[config.mk]
export PLATFORM = sky130hd
export DESIGN_NAME = skst_ctrl
export DESIGN_NICKNAME = d
export VERILOG_FILES = /design/src/rtl/core/assert_macros.svh /design/src/rtl/core/skst_pkg.sv /design/src/rtl/core/skst_ctrl.sv
export SDC_FILE = /design/constraint.sdc
export NUM_CORES = 1
export LEC_CHECK = 0
export BUFFER_PORTS_ARGS = -buffer_cell sky130_fd_sc_hd__buf_2
export CAP_MARGIN = 20
export CORE_MARGIN = 2
export CORE_UTILIZATION = 45
export DETAILED_ROUTE_END_ITERATION = 6
export PLACE_DENSITY_LB_ADDON = 0.3
export SLEW_MARGIN = 20
export SYNTH_ARGS = -nofsm -noshare
export SYNTH_HDL_FRONTEND = slang
export SYNTH_SLANG_ARGS = --single-unit
[constraint.sdc]
create_clock -name clk_i -period 1.7 [get_ports clk_i]
set_input_delay 0.34 -clock clk_i [delete_from_list [all_inputs] [get_ports clk_i]]
set_output_delay 0.34 -clock clk_i [all_outputs]
set_load 0.05 [all_outputs]
[src/rtl/core/assert_macros.svh]
// assertion macros for the rtl files; only skst_dp includes them
`ifndef ASSERT_MACROS_SVH
`define ASSERT_MACROS_SVH

// checked on every rising edge, switched off while reset is asserted
`define ASSERT_RST(label, prop, msg) \
  label: assert property (@(posedge clk_i) disable iff (!rst_ni) (prop)) else $error(msg);

// checked on every rising edge, reset included
`define ASSERT_ALL(label, prop, msg) \
  label: assert property (@(posedge clk_i) (prop)) else $error(msg);

`endif

[src/rtl/core/skst_pkg.sv]
// types and constants of the sorted key sum table
`default_nettype none

package skst_pkg;

  localparam int unsigned KeyW    = 32;
  localparam int unsigned AmtW    = 16;
  localparam int unsigned CntW    = 32;
  localparam int unsigned SumW    = 32;
  localparam int unsigned InDataW  = 48;
  localparam int unsigned OutDataW = 104;

  typedef enum logic {
    OP_LOG  = 1'b0,
    OP_DUMP = 1'b1
  } opcode_e;

  typedef enum logic [1:0] {
    KIND_ACK   = 2'd0,
    KIND_ENTRY = 2'd1,
    KIND_EMPTY = 2'd2
  } kind_e;

  typedef enum logic [1:0] {
    ST_INSERTED = 2'd0,
    ST_UPDATED  = 2'd1,
    ST_FULL     = 2'd2
  } status_e;

  typedef enum logic [1:0] {
    WR_NONE  = 2'd0,
    WR_UPD   = 2'd1,
    WR_SHIFT = 2'd2,
    WR_NEW   = 2'd3
  } wr_sel_e;

  typedef struct packed {
    logic [KeyW-1:0] key;
    logic [CntW-1:0] cnt;
    logic [SumW-1:0] sum;
  } entry_t;

  // commands from the controller to the datapath
  typedef struct packed {
    logic    capture;
    logic    rd;
    logic    rd_prev;
    logic    idx_inc;
    logic    idx_dec;
    logic    start_shift;
    wr_sel_e wr_sel;
    logic    used_inc;
    logic    out_load;
    kind_e   out_kind;
    status_e status;
  } cmd_t;

  // status from the datapath to the controller
  typedef struct packed {
    logic key_lt;
    logic key_eq;
    logic idx_last;
    logic used_zero;
    logic full;
    logic idx_gt_pos;
    logic out_free;
  } stat_t;

endpackage

`default_nettype wire

[src/rtl/core/skst_ctrl.sv]
// controller: sequences search, shift, update and dump over the entry memory
`default_nettype none

module skst_ctrl (
  input  wire                  clk_i,
  input  wire                  rst_ni,
  input  wire                  in_valid_i,
  input  wire                  in_opcode_i,
  output logic                 in_ready_o,
  input  wire skst_pkg::stat_t stat_i,
  output skst_pkg::cmd_t       cmd_o
);

  typedef enum logic [3:0] {
    S_IDLE,
    S_LRD,
    S_LCMP,
    S_INS,
    S_SHCHK,
    S_SHWR,
    S_ACK,
    S_DRD,
    S_DOUT,
    S_EMPTY
  } state_e;

  state_e            state_q, state_d;
  skst_pkg::status_e status_q, status_d;

  assign in_ready_o = state_q == S_IDLE;

  always_comb begin
    state_d  = state_q;
    status_d = status_q;
    cmd_o          = '0;
    cmd_o.wr_sel   = skst_pkg::WR_NONE;
    cmd_o.out_kind = skst_pkg::KIND_ACK;
    cmd_o.status   = status_q;
    case (state_q)
      S_IDLE: begin
        if (in_valid_i) begin
          cmd_o.capture = 1'b1;
          if (in_opcode_i == skst_pkg::OP_LOG) begin
            state_d = stat_i.used_zero ? S_INS : S_LRD;
          end else begin
            state_d = stat_i.used_zero ? S_EMPTY : S_DRD;
          end
        end
      end
      S_LRD: begin
        cmd_o.rd = 1'b1;
        state_d  = S_LCMP;
      end
      S_LCMP: begin
        if (stat_i.key_eq) begin
          cmd_o.wr_sel = skst_pkg::WR_UPD;
          status_d     = skst_pkg::ST_UPDATED;
          state_d      = S_ACK;
        end else if (stat_i.key_lt) begin
          cmd_o.idx_inc = 1'b1;
          state_d       = stat_i.idx_last ? S_INS : S_LRD;
        end else begin
          state_d = S_INS;
        end
      end
      S_INS: begin
        if (stat_i.full) begin
          status_d = skst_pkg::ST_FULL;
          state_d  = S_ACK;
        end else begin
          cmd_o.start_shift = 1'b1;
          state_d           = S_SHCHK;
        end
      end
      S_SHCHK: begin
        if (stat_i.idx_gt_pos) begin
          cmd_o.rd      = 1'b1;
          cmd_o.rd_prev = 1'b1;
          state_d       = S_SHWR;
        end else begin
          cmd_o.wr_sel   = skst_pkg::WR_NEW;
          cmd_o.used_inc = 1'b1;
          status_d       = skst_pkg::ST_INSERTED;
          state_d        = S_ACK;
        end
      end
      S_SHWR: begin
        cmd_o.wr_sel  = skst_pkg::WR_SHIFT;
        cmd_o.idx_dec = 1'b1;
        state_d       = S_SHCHK;
      end
      S_ACK: begin
        if (stat_i.out_free) begin
          cmd_o.out_load = 1'b1;
          cmd_o.out_kind = skst_pkg::KIND_ACK;
          state_d        = S_IDLE;
        end
      end
      S_DRD: begin
        cmd_o.rd = 1'b1;
        state_d  = S_DOUT;
      end
      S_DOUT: begin
        if (stat_i.out_free) begin
          cmd_o.out_load = 1'b1;
          cmd_o.out_kind = skst_pkg::KIND_ENTRY;
          if (stat_i.idx_last) begin
            state_d = S_IDLE;
          end else begin
            cmd_o.idx_inc = 1'b1;
            state_d       = S_DRD;
          end
        end
      end
      S_EMPTY: begin
        if (stat_i.out_free) begin
          cmd_o.out_load = 1'b1;
          cmd_o.out_kind = skst_pkg::KIND_EMPTY;
          state_d        = S_IDLE;
        end
      end
      default: begin
        state_d = S_IDLE;
      end
    endcase
  end

  always_ff @(posedge clk_i or negedge rst_ni) begin
    if (!rst_ni) begin
      state_q  <= S_IDLE;
      status_q <= skst_pkg::ST_INSERTED;
    end else begin
      state_q  <= state_d;
      status_q <= status_d;
    end
  end

endmodule

`default_nettype wire

-- Word-level counts from Yosys, hierarchy flattened
Index checks and enable logic that the tools add are counted.
Widths: inputs -> output; s select.
- register bits: 6
- latch bits: 0
- RAM bits: 0
- bits in read-only memories: 0
- input bits: 11
- output and inout bits: 15
- memories: 0
- add/sub/neg operators: 0
- multiply operators: 0
- divide/modulo/power cells: 0
- $lt $le $gt $ge: 0
- eq/ne operators: 15
- shifts and indexed selects: 0
- multiplexer cells: 38
- bitwise logic cells: 0
- reduce and logical (&&, ||, !) cells: 6
- operators with widths (cell ; count):
    $pmux 4 s9 ; 1
    $mux 4 ; 6
    $mux 2 ; 9
    $eq 4x3->1 const B ; 4
    $mux 3 ; 5
    $mux 1 ; 12
    $pmux 2 s3 ; 2
    $ne 2x2->1 const B ; 5
    $pmux 3 s3 ; 1
    $eq 4x2->1 const B ; 2
    $eq 4x4->1 const B ; 2
    $eq 4x1->1 const B ; 1
    $logic_not 4->1 ; 1
    $pmux 1 s2 ; 2
    $reduce_and 4->1 ; 1
    $reduce_or 2->1 ; 2
    $reduce_and 3->1 ; 1
    $reduce_bool 3->1 ; 1
    $ne 2x1->1 const B ; 1

-- Longest topological paths before layout
Gate-level depths: netlist of the first run.
- depth after elaboration: 4
- gate-level depth with buffers: 6
- depth with buffers taken out: 6

-- Least setup slack after synthesis of the first run
No wires, ideal clock.
- path kind: reg2out
- from: register state_q[2]
- to: output cmd_o[6] in the netlist's numbering
- arrival time: 1.865 ns
- required time: 1.360 ns
- path slack: -0.505 ns
- stages on the path, launching flop included: 5
- cells stage by stage: dfrtp_1 -> buf_2 -> nor2b_1 -> a22oi_1 -> nor3_1
- RTL lines (item ; line ; source):
    start, declared ; skst_ctrl.sv:27 ; state_e state_q, state_d;
    start signal, assigned ; skst_ctrl.sv:133 ; state_q <= state_d;
    end, declared ; skst_ctrl.sv:11 ; output skst_pkg::cmd_t cmd_o

-- Final worst setup path of the first run
- from: register state_q[1]
- to: register state_q[1]
- word-level cells in the longest chain between the ends: 4
- RTL lines (item ; line ; source):
    $eq 4x4->1 / $eq 4x3->1 (equally long branches) ; skst_ctrl.sv:39 ; case (state_q)
    $reduce_or 2->1 (no line) ; -- ;
    $ne 2x1->1 (no line) ; -- ;
    $reduce_and 3->1 (no line) ; -- ;
Parallel ways exist; a longest one is shown, timed or not.
A chain may end at the register's enable or synchronous reset.

==> results.cfg, run 1 <==
[sta]
timing.final.max_slew_violations = 0
slew-limit-headroom = 0.777
finalSetupViolations = 15
grt_setup_unrepaired = true
max_freq_mhz = 536
worst-slew-pin-transition_ns = 0.332
postLayoutSetupSlackWorst_ns = -0.166
whs_ns = 0.448
skew_ns = 0.00210
layout_min_cycle_time_ns = 1.87
tns_ns = -1.51
period_share = 1.10
final_hold_viol_count = 0

[logic_synthesis]
synth_net_count = 106
yosys.area.top_type_share = 0.216
synth_enable_flop_cells = 0
syn-instance-count = 93
postSynthAreaPerCell_um2 = 7.48
dominantRegCellSynth = sky130_fd_sc_hd__dfrtp_1
post_synth_main_area_contributors = sky130_fd_sc_hd__dfrtp_1, sky130_fd_sc_hd__nor2_1, sky130_fd_sc_hd__nor3_1
yosys.area.top_type = sky130_fd_sc_hd__dfrtp_1
total_number_of_yosys_warnings = 0
synth.cell_area_um2 = 696
ys_ff_latch = 6
synthArstFlopShare = 1.00
yosys.cell_types.count = 42
sequential_area_share_after_synthesis = 0.216

[routing]
route.detailed.drc = 0
post_drt_wl_per_cell_um = 22.1
vias_per_cell = 6.65
drt_iter0_drc = 97
final_antenna_net_count = 0
drt_first_pass_iters = 4
postRouteWirelength_um = 3540
route.vias.total = 1064

[clocking]
worst_skew_pair.late_latency_ns = 0.25
numCtsBuffers = 3
clkSlewWorstSetupHoldPaths_ns = 0.04
cts.root.buffer_cell = sky130_fd_sc_hd__clkbuf_4
cts.sinks = 6
tritoncts = yes
h_tree_lvl_count = 1
cts_max_path_buffers = 2

[global_route]
grt.overflow.total = 0
antenna_found_initial = 0
first_global_vias = 918
first_pass_grt_wire_length_um = 4490
groute.usage.overall = 0.324
grt_max_degree = 15

[power_and_ir_drop]
post-layout-total-power_w = 0.00278
total_switching_power_w = 0.00147
pwr-share-clk = 0.048
cell_internal_pwr_w = 0.00131
power.share.sequential = 0.107
ir_worst_vdd_uv = 1450
total_leakage_power_nw = 0.596
netSwitchingFraction = 0.528
comb_power_share = 0.845
power.density_nw_per_um2 = 2160

[placement]
place_hpwl_um = 1560
finalWeightedCongestion = 0.886
placed_cells_incl_taps = 139
placement.setup.worst_slack_ns = 0.0510
port_buffers = 25

[setup_path]
timing.critical_path.mode_cell = sky130_fd_sc_hd__buf_6
cp.buffers_inverters = 3
required_ns = 1.87
timing.critical_path.arrival_ns = 2.04
worstSetupPathType = flop to flop
timing.critical_path.fanout_max = 4
worstPathCellList = buf_6 -> buf_6 -> or3b_1 -> a211oi_2 -> buf_4 -> a2111oi_2 -> o21bai_1
crit_path_end_kind = flop
startpoint_type = flop
cp_top_family = compound AO/OA/AOI/OAI gates
slowest_delay_ns = 0.45
timing.reg2reg.setup_slack_ns = -0.17
timing.critical_path.slowest_stage_cell = sky130_fd_sc_hd__dfrtp_1

[hold_path]
timing.hold.worst.class = input pin to flop

[die]
die_height_um = 43.3
rows = 14
die_width_um = 43.3
die_area_um2 = 1880
initial_standard_cell_utilization_of_the_core = 0.473
num_ports = 26
core-area_um2 = 1470

[final_layout]
final_cells = 160
drive_above_1_share = 0.590
mostFrequentLayoutCells = sky130_fd_sc_hd__buf_4, sky130_fd_sc_hd__buf_6, sky130_fd_sc_hd__buf_2, sky130_fd_sc_hd__inv_1
area.growth.synth_to_final_pct = 85.1
nNetsFinal = 159
layout_commonest_cell = sky130_fd_sc_hd__buf_4
antenna_cells = 0

[run_status]
run_status = complete, but fails checks
violations = negative setup slack

[job]
timing.max_cap.violations = 0
## synth_stat cells, types with 2 or more instances
master	number
sky130_fd_sc_hd__nand2b_1	3
sky130_fd_sc_hd__o21bai_1	3
sky130_fd_sc_hd__nand3_1	2
sky130_fd_sc_hd__o21ai_0	4
sky130_fd_sc_hd__nor2b_1	4
sky130_fd_sc_hd__nand2_1	5
sky130_fd_sc_hd__buf_2	6
sky130_fd_sc_hd__o22ai_1	2
sky130_fd_sc_hd__o21ai_1	2
sky130_fd_sc_hd__nor2_1	10
sky130_fd_sc_hd__nor3_1	7
sky130_fd_sc_hd__a2bb2oi_1	2
sky130_fd_sc_hd__inv_1	7
sky130_fd_sc_hd__ha_1	2
sky130_fd_sc_hd__nand3b_1	2
sky130_fd_sc_hd__dfrtp_1	6
## worst paths after layout
kind / cells after the start / to / start
max: 7 / state_q[1]$_DFFE_PN0P_ / state_q[1]$_DFFE_PN0P_
min: 3 / status_q[0]$_DFFE_PN0P_ / stat_i[5]
max reg2reg: 7 / state_q[1]$_DFFE_PN0P_ / state_q[1]$_DFFE_PN0P_
min reg2reg: 2 / status_q[1]$_DFFE_PN0P_ / status_q[1]$_DFFE_PN0P_
max in group asynchronous: 2 / state_q[2]$_DFFE_PN0P_ / rst_ni
min in group asynchronous: 2 / state_q[1]$_DFFE_PN0P_ / rst_ni
## worst min-delay path: stages
cell	delay (ns)
sky130_fd_sc_hd__buf_2	0.13
sky130_fd_sc_hd__nand3_1	0.08
sky130_fd_sc_hd__o21ai_1	0.09
## final cells by class
| type | count | area [um^2] |
|---|---|---|
| clock buffer | 3 | 22.5 |
| fill | 80 | 184 |
| inverter | 8 | 30.0 |
| multi-input combinational | 72 | 589 |
| sequential | 6 | 153 |
| tap | 16 | 20.0 |
| timing repair buffer | 55 | 473 |
## per-layer routing
metal,part of all wire,GRT usage
met5,0,0
met4,0.035,0.133
met3,0.082,0.0511
met2,0.49,0.567
met1,0.39,0.389
## power by group through the flow
| stage | registers [W] | logic (W) | clock network [W] |
|---|---|---|---|
| 5_1_grt | 0.000298 | 0.00243 | 0.000154 |
| 3_5_place_dp | 0.000275 | 0.00154 | 0 |
| 4_1_cts | 0.000280 | 0.00189 | 0.000132 |
| 3_3_place_gp | 0.000268 | 0.00151 | 0 |
| 6_report | 0.000298 | 0.00235 | 0.000133 |
| 2_1_floorplan | 0.000285 | 0.00110 | 0 |
## cell families after synthesis
family                     share of synthesized area
and+or+nand+nor                                0.344
AOI/OAI and AO/OA                              0.302
DFF                                            0.216
adders and majority gates                     0.0360
buffers and inverters                          0.103
## sequential cells by signal, summed over array words and instances (netlist names)
name / flops
state_q: 4
status_q: 2
## per-stage QoR
stage	cell area [um^2]	utilization
finish	1290	0.875
CTS	1140	0.777
detailed placement	937	0.637
floorplan	731	-
global placement	937	0.637
global route	1290	0.875
## timing repair
action,4_1_cts,5_1_grt
pin swaps,5,11
resized for setup,42,15
hold buffers,1,0
hold endpoints to repair,6,0
buffers inserted,6,11
setup endpoints to repair,13,16
Power figures use the tool's default switching activity.
==> run 2, diff against run 1 <==
--- a/config.mk
+++ b/config.mk
@@ -9,6 +9,7 @@
 export CAP_MARGIN = 20
 export CORE_MARGIN = 2
 export CORE_UTILIZATION = 45
+export CTS_BUF_LIST = sky130_fd_sc_hd__clkbuf_8
 export DETAILED_ROUTE_END_ITERATION = 6
 export PLACE_DENSITY_LB_ADDON = 0.3
 export SLEW_MARGIN = 20
==> constraint.sdc (replaced) <==
create_clock -name clk_i -period 1.75 [get_ports clk_i]
set_input_delay 0.175 -clock clk_i [delete_from_list [all_inputs] [get_ports clk_i]]
set_output_delay 0.175 -clock clk_i [all_outputs]
set_load 0.05 [all_outputs]
==> results.cfg, run 2 (same netlist as run 1, synthesis figures left out) <==
[setup_path]
timing.critical_path.arrival_ns = 1.49
slowest_delay_ns = 0.48
worstPathCellList = nor2b_4 -> o32a_1 -> nor2_2 -> buf_4
timing.critical_path.fanout_max = 10
timing.critical_path.slowest_stage_cell = sky130_fd_sc_hd__dfrtp_2
startpoint_type = flop
worstSetupPathType = flop to output port
required_ns = 1.57
crit_path_end_kind = output port

[die]
core-area_um2 = 1470
initial_standard_cell_utilization_of_the_core = 0.473
rows = 14
die_height_um = 43.3
die_width_um = 43.3
die_area_um2 = 1880
num_ports = 26

[global_route]
first_global_vias = 730
antenna_found_initial = 0
first_pass_grt_wire_length_um = 3260
grt.overflow.total = 0
grt_max_degree = 14
groute.usage.overall = 0.233

[sta]
skew_ns = 0.00134
slew-limit-headroom = 0.782
finalSetupViolations = 0
grt_setup_unrepaired = false
period_share = 0.950
layout_min_cycle_time_ns = 1.66
timing.final.max_slew_violations = 0
worst-slew-pin-transition_ns = 0.326
final_hold_viol_count = 0
max_freq_mhz = 602
postLayoutSetupSlackWorst_ns = 0.0877
tns_ns = 0

[final_layout]
fin_area_um2 = 932
area.growth.synth_to_final_pct = 34.0
drive_above_1_share = 0.380
largest_reg_flops = 4
antenna_cells = 0
finalCoreUtilization = 0.634
nNetsFinal = 136
top_regs = state_q: 4 flops, status_q: 2 flops
mostFrequentLayoutCells = sky130_fd_sc_hd__buf_2, sky130_fd_sc_hd__nor2_1, sky130_fd_sc_hd__inv_1, sky130_fd_sc_hd__buf_4, sky130_fd_sc_hd__nor3_1
filler_instances = 132
largest_register_by_flop_count = state_q
layout_commonest_cell = sky130_fd_sc_hd__buf_2

[power_and_ir_drop]
netSwitchingFraction = 0.549
total_leakage_power_nw = 0.452
comb_power_share = 0.733
power.density_nw_per_um2 = 2020
cell_internal_pwr_w = 0.000850
pwr-share-clk = 0.111
ir_worst_vdd_uv = 1400
power.share.sequential = 0.155
post-layout-total-power_w = 0.00188
total_switching_power_w = 0.00103

[placement]
placement.setup.worst_slack_ns = 0.181
port_buffers = 25
place_hpwl_um = 1460
post_dp_cell_area_um2 = 845
finalWeightedCongestion = 0.981

[clocking]
cts_max_path_buffers = 2
cts.sinks = 6
clkSlewWorstSetupHoldPaths_ns = 0.04
worst_skew_pair.late_latency_ns = 0.22
cts.root.buffer_cell = sky130_fd_sc_hd__clkbuf_8
tritoncts = yes
numCtsBuffers = 3
h_tree_lvl_count = 1

[routing]
vias_per_cell = 6.08
drt_iter0_drc = 20
route.detailed.drc = 0
drt_first_pass_iters = 4
route.vias.total = 833
final_antenna_net_count = 0
postRouteWirelength_um = 1990
post_drt_wl_per_cell_um = 14.5

[job]
timing.max_cap.violations = 0

[hold_path]
timing.hold.worst.class = input pin to flop

[run_status]
run_status = finished clean
==> run 2: critical path: cells and delay by family (launching register included) <==
kind                   cells  cell delay (ns)
DFF                        1             0.48
and+or+nand+nor            2             0.25
AOI/OAI and AO/OA          1             0.34
buffers and inverters      1             0.19
==> run 2: per-layer routing <==
metal	GRT usage	up-vias	part of all wire
li1	-	395	-
met1	0.298	395	0.44
met2	0.385	39	0.47
met3	0.0809	4	0.079
met4	0.0364	0	0.0060
met5	0	-	0
==> run 2: power groups by stage <==
stage	clock network, W	logic, W	registers [W]
6_report	0.000210	0.00138	0.000293
3_5_place_dp	0	0.00128	0.000282
4_1_cts	0.000214	0.00131	0.000291
3_3_place_gp	0	0.00127	0.000281
2_1_floorplan	0	0.00103	0.000277
5_1_grt	0.000228	0.00148	0.000298
==> run 2: layout make-up <==
type	instances	area (um^2)	area share
clock buffers	3	41.3	0.0443
multi-input cells	72	487	0.522
inverters	8	30.0	0.0322
well taps	16	20.0	0.0215
flip-flops and latches	6	154	0.165
repair buffers	32	200	0.215
==> run 2: repair_timing <==
item                                    in CTS  in global routing
buffers inserted                             0                  1
endpoints found under the hold margin        6                  0
gates resized for setup                      3                  6
endpoints found under the setup margin       3                  5
hold buffers                                 1                  0
==> run 2: worst paths after layout <==
path / from / slack (ns) / to / cells after the start
max in group asynchronous: rst_ni / 1.29 / state_q[2]$_DFFE_PN0P_ / 2
min in group asynchronous: rst_ni / 0.30 / state_q[3]$_DFFE_PN0P_ / 2
setup / recovery: state_q[2]$_DFFE_PN0P_ / 0.09 / cmd_o[12] / 4
hold reg to reg: status_q[0]$_DFFE_PN0P_ / 0.52 / status_q[0]$_DFFE_PN0P_ / 2
hold / removal: stat_i[5] / 0.26 / status_q[0]$_DFFE_PN0P_ / 3
setup reg to reg: state_q[1]$_DFFE_PN0P_ / 0.18 / state_q[2]$_DFFE_PN0P_ / 5
==> run 2: per-stage QoR <==
stage	hold WS [ns]	cells
after floorplan	-0.121	93
final	0.258	137
after global routing	0.269	137
after detailed placement	0.00897	132
after global placement	0.00271	132
after CTS	0.258	136
